$ cat src/rtl/bbs_pkg.sv
// Shared types and constants of the bitmap block store.
package bbs_pkg;

  localparam int BLOCK_TOTAL_DEF  = 1024;
  localparam int BLOCK_BYTES_DEF  = 64;
  localparam int ACCESS_BYTES_DEF = 8;

  // Free-map row width in bits
  localparam int MAP_W  = 64;
  localparam int MAP_BW = 6;

  typedef enum logic [1:0] {
    MODE_ALLOC   = 2'd0,
    MODE_RELEASE = 2'd1,
    MODE_READ    = 2'd2,
    MODE_WRITE   = 2'd3
  } mode_t;

  typedef enum logic [1:0] {
    ST_OK      = 2'd0,
    ST_PARAM   = 2'd1,
    ST_FULL    = 2'd2,
    ST_UNALLOC = 2'd3
  } status_t;

  // Controller to datapath commands
  typedef struct packed {
    logic ready;
    logic clr_step;
    logic map_rd;
    logic map_chk;
    logic map_wr;
    logic scan_next;
    logic data_step;
    logic load_out;
  } cmd_t;

  // Datapath to controller status
  typedef struct packed {
    logic clr_last;
    logic is_alloc;
    logic is_rw;
    logic req_ok;
    logic found;
    logic scan_last;
    logic byte_last;
    logic out_free;
  } stat_t;

endpackage

$ cat src/rtl/bbs_ctrl.sv
// Sequencing state machine of the bitmap block store.
module bbs_ctrl
  import bbs_pkg::*;
(
  input  logic  clk,
  input  logic  rst,
  input  logic  in_valid,
  input  stat_t stat,
  output cmd_t  cmd
);

  typedef enum logic [7:0] {
    S_CLEAR   = 8'b0000_0001,
    S_IDLE    = 8'b0000_0010,
    S_MAP_RD  = 8'b0000_0100,
    S_MAP_CHK = 8'b0000_1000,
    S_MAP_WR  = 8'b0001_0000,
    S_DATA    = 8'b0010_0000,
    S_DRAIN   = 8'b0100_0000,
    S_OUT     = 8'b1000_0000
  } state_t;

  state_t state, state_next;

  // Advance state
  always_ff @(posedge clk) begin
    if (rst) begin
      state <= S_CLEAR;
    end else begin
      state <= state_next;
    end
  end

  // Next state and commands
  always_comb begin
    state_next = state;
    cmd        = '0;
    unique case (state)
      S_CLEAR: begin
        cmd.clr_step = 1'b1;
        if (stat.clr_last) state_next = S_IDLE;
      end
      S_IDLE: begin
        cmd.ready = 1'b1;
        if (in_valid) state_next = S_MAP_RD;
      end
      S_MAP_RD: begin
        cmd.map_rd = 1'b1;
        state_next = S_MAP_CHK;
      end
      S_MAP_CHK: begin
        cmd.map_chk = 1'b1;
        if (stat.is_alloc) begin
          if (stat.found) begin
            state_next = S_MAP_WR;
          end else if (stat.scan_last) begin
            state_next = S_OUT;
          end else begin
            cmd.scan_next = 1'b1;
            state_next    = S_MAP_RD;
          end
        end else if (!stat.req_ok) begin
          state_next = S_OUT;
        end else if (stat.is_rw) begin
          state_next = S_DATA;
        end else begin
          state_next = S_MAP_WR;
        end
      end
      S_MAP_WR: begin
        cmd.map_wr = 1'b1;
        state_next = S_OUT;
      end
      S_DATA: begin
        cmd.data_step = 1'b1;
        if (stat.byte_last) state_next = S_DRAIN;
      end
      S_DRAIN: begin
        state_next = S_OUT;
      end
      S_OUT: begin
        if (stat.out_free) begin
          cmd.load_out = 1'b1;
          state_next   = S_IDLE;
        end
      end
      default: state_next = S_CLEAR;
    endcase
  end

endmodule

$ cat config.mk
export PLATFORM = sky130hd
export DESIGN_NAME = bbs_ctrl
export DESIGN_NICKNAME = d
export VERILOG_FILES = /design/src/rtl/bbs_pkg.sv /design/src/rtl/bbs_ctrl.sv
export SDC_FILE = /design/constraint.sdc
export NUM_CORES = 1
export LEC_CHECK = 0
export BUFFER_PORTS_ARGS = -buffer_cell sky130_fd_sc_hd__buf_4
export CAP_MARGIN = 20
export CORE_MARGIN = 8
export CORE_UTILIZATION = 43
export CTS_CLUSTER_SIZE = 10
export DETAILED_ROUTE_END_ITERATION = 10
export PLACE_DENSITY = 0.8
export SYNTH_ARGS = -nofsm -noshare
export SYNTH_HDL_FRONTEND = slang
export SYNTH_SLANG_ARGS = --single-unit
$ cat constraint.sdc
create_clock -name clk -period 1.6 [get_ports clk]
set_input_delay 0.32 -clock clk [delete_from_list [all_inputs] [get_ports clk]]
set_output_delay 0.32 -clock clk [all_outputs]
set_load 0.01 [all_outputs]
==> reports/metrics.json, run 1 <==
{
  "critPathLaunchType": "flip-flop",
  "number_of_enable_flip_flop_cells_after_synthesis": 0,
  "synth_adder_area_share_pct": 0,
  "cp.depth": 5,
  "synth-seq-area-share_pct": 27.89,
  "post_dp_cell_area_um2": 799.5,
  "synth_mux_area_share_pct": 0,
  "routed_wl_um": 1828,
  "slew_violations": 0,
  "cap_violations": 0,
  "endpoint_kind": "output pin",
  "timing.critical_path.required_ns": 1.28,
  "tns_ns": -1.087,
  "synth_top_family_by_area": "simple AND/OR/NAND/NOR gates",
  "period_share_pct": 114.5,
  "htreeDepth": 1,
  "grt_setup_unrepaired": "yes",
  "synth_cell_types": 35,
  "cts_tree": "done",
  "drt-initial-drc-count": 6,
  "worst_slew_margin_rel_pct": 78.58,
  "fp.dieH_um": 52.55,
  "drt-vias-per-instance": 5.567,
  "yosys_most_used_dff": "dfxtp_1",
  "synth_compound_area_share_pct": 17.86,
  "synth-xor-area-share_pct": 3.050,
  "grt_pass1_vias": 702,
  "post-route-cell-area_um2": 923.4,
  "met3_grt_util_pct": 4.830,
  "cpLargestDelayFamily": "simple AND/OR/NAND/NOR gates",
  "period_needed_ns": 1.833,
  "cts_num_sinks": 8,
  "max_freq_mhz": 545.7,
  "drtPass1Iterations": 4,
  "ant_nets": 0,
  "fp-row-count": 13,
  "finalWeightedCongestion": 0.9115,
  "vias": 668,
  "avgRoutedWirePerCell_um": 15.23,
  "failed_checks": "negative setup slack",
  "utilization_pct": 72.78,
  "globalRouteOverflowTotal": 0,
  "cp_num_buf_inv": 2,
  "gr-usage-all-layers_pct": 14.82,
  "dpl.hpwl_um": 1406,
  "largest_register_ffs": 8,
  "synth.net_count": 80,
  "synth.avg_cell_area_um2": 8.323,
  "max_stage_delay_on_crit_path_ns": 0.38,
  "initial_core_utilization_pct": 45.27,
  "number_of_synthesized_register_bits": 8,
  "yosys-top-cells-area": "dfxtp_1, nor3b_1, nand4b_1",
  "worstSetupPathType": "reg2out",
  "io_pins": 19,
  "ys_top_cells_by_count": "dfxtp_1, nor2_1, inv_1, nor3b_1, o21ai_0",
  "leakage_nw": 0.4042,
  "r2r_start": "state[0]",
  "io_buffer_count": 18,
  "clk_pin_slew_worst_paths_ns": 0.05,
  "cts_max_path_buffers": 2,
  "finalWorstSetupSlack_ns": -0.2325,
  "leading_cell_type_by_number_of_instances_after_synthesis": "dfxtp_1",
  "n_antenna_cell": 0,
  "timing.final.setup_violations": 7,
  "yosys.area.top_type": "dfxtp_1",
  "antenna_found_initial": 0,
  "worstHoldPathType": "in2reg",
  "nets": 118,
  "cts-hold-fix-buffers": 0,
  "core_um2": 1269,
  "yosys.area_share.simple_pct": 43.14,
  "areaGrowthSynthToFinish_pct": 60.78,
  "grt_pass1_wl_um": 3070,
  "crit_path_max_fanout": 3,
  "yosys_warnings": 0,
  "detailedPlace.worstSlack_ns": -0.007213,
  "numCtsBuffers": 3,
  "proportion_of_layout_cells_with_a_drive_suffix_above_1_pct": 58.10,
  "hold_path_startpoint": "rst",
  "clk-insertion-delay-late_ns": 0.25,
  "worstMarginPinSlew_ns": 0.3183,
  "clockRootBuffer": "clkbuf_4",
  "largest_net_degree_at_the_start_of_global_routing": 11,
  "clock_skew_ns": 0.002467,
  "timing.critical_path.arrival_ns": 1.51,
  "p_per_area_nw_per_um2": 733.0,
  "worstHoldPathCells": 2,
  "synthCells": 69,
  "ir_drop_v": 0.0006893,
  "crit_path_cell_chain": "or3_4 > and4bb_4 > nand3_2 > inv_2 > buf_6",
  "post-synth-top-area-fraction_pct": 27.89,
  "timing.final.hold_violations": 0,
  "slowest_library_cell_on_the_worst_path": "or3_4",
  "ff2ff_path_depth": 5,
  "syn-cell-area_um2": 574.3,
  "drc": 0,
  "startpoint": "state[5]",
  "grt_use_met1_pct": 15.09,
  "global_route.peak_usage_layer": "met2",
  "result_of_the_run": "finished with violations",
  "dieWidth_um": 52.55,
  "ys_async_sr_fraction_pct": 0,
  "largest_registers": "state x8",
  "total_power_mw": 0.6768,
  "largest_register": "state",
  "total_die_area_um2": 2761,
  "global_route.usage.met2_pct": 24.90
}
-- final cells by class --
cell class / count / area (um2)
inverters: 4 / 15.01
repair buffers: 36 / 285.3
multi-input cells: 54 / 415.4
fillers: 103 / 345.3
flip-flops and latches: 8 / 166.4
well taps: 15 / 18.77
clock buffers: 3 / 22.52
-- placed cells by master (no fill, tap or decap), drive strengths merged, types with 3 or more instances in the layout --
cell / count
buf: 36
dfxtp: 8
nor3: 3
a21oi: 4
inv: 4
clkbuf: 3
nor2: 7
nor3b: 4
nor4: 3
nand4b: 3
o21ai: 4
-- final timing paths --
kind                    to  slack (ns)
hold reg to reg   state[1]        0.69
setup / recovery    cmd[2]       -0.23
setup reg to reg  state[7]        0.02
hold / removal    state[5]        0.25
-- metal layers --
layer	vias to the layer above	part of all wire, %
li1	336	-
met1	303	41
met2	24	49
met3	5	7.4
met4	0	2.4
met5	-	0
-- cell families after synthesis --
logic type / count (synthesis)
AOI/OAI and AO/OA: 15
xor gates and xnor gates: 2
buffers and inverters: 7
DFF: 8
and+or+nand+nor: 37
-- power breakdown --
part	internal, mW	total [mW]	switching [mW]
clock network	0.0853	0.147	0.0612
logic	0.161	0.298	0.138
registers	0.221	0.232	0.0113
total	0.467	0.677	0.210
-- timing repair --
action | 4_1_cts | 5_1_grt
buffers inserted | 3 | 2
endpoints found under the setup margin | 9 | 14
pin swaps | 4 | 1
resized for setup | 12 | 6
-- through the flow --
| step | instances | hold WS [ns] |
|---|---|---|
| 3_5_place_dp | 112 | 0.5182 |
| 3_3_place_gp | 112 | 0.5205 |
| 4_1_cts | 118 | 0.2472 |
| 2_1_floorplan | 69 | 0.3891 |
| 6_report | 120 | 0.2527 |
| 5_1_grt | 120 | 0.2593 |
Note: power is estimated with default switching activity, not from simulation.
==> inputs of run 2 (changes only) <==
Settings changed: CELL_PAD_IN_SITES_DETAIL_PLACEMENT set to 2, CELL_PAD_IN_SITES_GLOBAL_PLACEMENT set to 2, CORE_MARGIN 8 to not set, CORE_UTILIZATION 43 to 24.
==> run 2 against run 1 <==
Against the previous run: the flow still finishes with violations (negative setup slack); utilization down 26 points; via count up 5.1%; total power up 12%; setup slack worse by 0.019 ns.
==> reports/metrics.json, run 2 (same netlist as run 1, synthesis figures left out) <==
{
  "worstHoldPathType": "in2reg",
  "cts_max_path_buffers": 2,
  "route.met2.wl_um": 1342,
  "timing.final.setup_violations": 7,
  "proportion_of_layout_cells_with_a_drive_suffix_above_1_pct": 66.67,
  "antenna_found_initial": 0,
  "highest_layer": "met4",
  "fp.dieH_um": 50.92,
  "final_cell_mix": "buf_4, buf_6, dfxtp_2, nor2_1, nor3b_1",
  "routed-wl-met3_um": 92,
  "p_per_area_nw_per_um2": 722.8,
  "clk-insertion-delay-late_ns": 0.26,
  "cts-hold-fix-buffers": 0,
  "largest_register_ffs": 8,
  "timing.hold.worst_endpoint": "state[5]",
  "worstMarginPinSlew_ns": 0.3430,
  "final_common_cell": "buf_4",
  "r2r_start": "state[1]",
  "ir_drop_v": 0.0003565,
  "drc": 0,
  "crit_path_max_fanout": 3,
  "cts_num_sinks": 8,
  "timing.critical_path.arrival_ns": 1.53,
  "utilization_pct": 47.11,
  "multi_input_area_um2": 498.0,
  "timing.critical_path.required_ns": 1.28,
  "max_freq_mhz": 540.2,
  "largest_registers": "state x8",
  "grt_pass1_wl_um": 3829,
  "layout.area.seq_um2": 166.4,
  "total_die_area_um2": 2592,
  "clk_pin_slew_worst_paths_ns": 0.05,
  "areaGrowthSynthToFinish_pct": 83.22,
  "finalWeightedCongestion": 0.8370,
  "cap_violations": 0,
  "gr-usage-all-layers_pct": 20.67,
  "io_buffer_count": 18,
  "critPathLaunchType": "flip-flop",
  "final.hold.worst_slack_ns": 0.2637,
  "timing.final.hold_violations": 0,
  "period_needed_ns": 1.851,
  "ant_nets": 0,
  "grt_pass1_vias": 729,
  "nets": 121,
  "failed_checks": "negative setup slack",
  "slew_violations": 0,
  "drtPass1Iterations": 4,
  "fp-row-count": 17,
  "endpoint_kind": "output pin",
  "routed_wl_um": 2523,
  "drt-initial-drc-count": 3,
  "detailedPlace.worstSlack_ns": -0.1150,
  "fillers": 246,
  "largest_net_degree_at_the_start_of_global_routing": 9,
  "crit-reg2reg-capture": "state[7]",
  "post-route-cell-area_um2": 1052,
  "n_antenna_cell": 0,
  "worst_slew_margin_rel_pct": 77.03,
  "avgRoutedWirePerCell_um": 18.55,
  "reg2reg_setup_slack_ns": 0.02,
  "hold_path_startpoint": "rst",
  "numCtsBuffers": 3,
  "ff2ff_path_depth": 5,
  "drt-vias-per-instance": 5.162,
  "leakage_nw": 0.4395,
  "htreeDepth": 1,
  "post_dp_cell_area_um2": 823.3,
  "io_pins": 19,
  "period_share_pct": 115.7,
  "dpl.hpwl_um": 1737,
  "clockRootBuffer": "clkbuf_4",
  "core_um2": 2233,
  "cts_tree": "done",
  "metal1_wirelength_um": 1021,
  "finalWorstSetupSlack_ns": -0.2513,
  "globalRouteOverflowTotal": 0,
  "worstHoldPathCells": 2,
  "vias": 702,
  "worstSetupPathType": "reg2out",
  "largest_register": "state",
  "grt_setup_unrepaired": "yes",
  "result_of_the_run": "finished with violations",
  "dieWidth_um": 50.92,
  "initial_core_utilization_pct": 25.71,
  "total_power_mw": 0.7605,
  "clock_skew_ns": 0.001731
}
-- run 2: changes by cell type in the layout (fill, tap and decap cells not counted), sizes merged --
| cell | before | now |
|---|---|---|
| buf | 36 | 39 |
-- run 2: cell type report --
type | instances | area share, %
clock buffer | 3 | 2.140
sequential | 8 | 15.81
tap | 28 | 3.329
multi-input combinational | 54 | 47.32
timing repair buffer | 39 | 29.96
inverter | 4 | 1.427
-- run 2: power breakdown --
group	leakage, nW	total (mW)	switching [mW]	internal, mW
sequential	0.0673	0.234	0.0147	0.219
clock	0.0138	0.155	0.0691	0.0858
combinational	0.358	0.372	0.178	0.194
total	0.439	0.761	0.262	0.499
-- run 2: timing repair --
action                                  4_1_cts  5_1_grt
pin swaps                                     4        5
buffers inserted                              3        4
endpoints found under the setup margin       12       15
resized for setup                            13       22
-- run 2: through the flow --
step / TNS [ns] / cells
finish: -1.401 / 136
global route: -2.051 / 136
CTS: -1.641 / 132
detailed placement: -0.1932 / 126
global placement: 0 / 126
floorplan: -0.04441 / 69
-- run 2: critical path, stage by stage, from the launching register on --
cell and delay, ns:
dfxtp_2 0.32, or3_4 0.39, and4bb_4 0.35, nand3_4 0.07, inv_2 0.06, buf_6 0.09
-- run 2: routing by layer --
layer / vias to the layer above / global-route usage (%)
met3: 8 / 4.167
met5: - / 0
met2: 23 / 35.53
met4: 0 / 9.722
met1: 330 / 24.24
li1: 341 / -
-- run 2: worst max-delay path by stage --
| stage | startpoint | endpoint | slack, ns | cells after the start |
|---|---|---|---|---|
| CTS | state[5] | cmd[2] | -0.26 | 5 |
| floorplan | state[4] | cmd[2] | -0.04 | 5 |
| detailed placement | state[0] | cmd[1] | -0.12 | 5 |
| global route | state[1] | cmd[0] | -0.30 | 4 |
| global placement | state[6] | cmd[2] | 0.008 | 5 |
| finish | state[5] | cmd[2] | -0.25 | 5 |
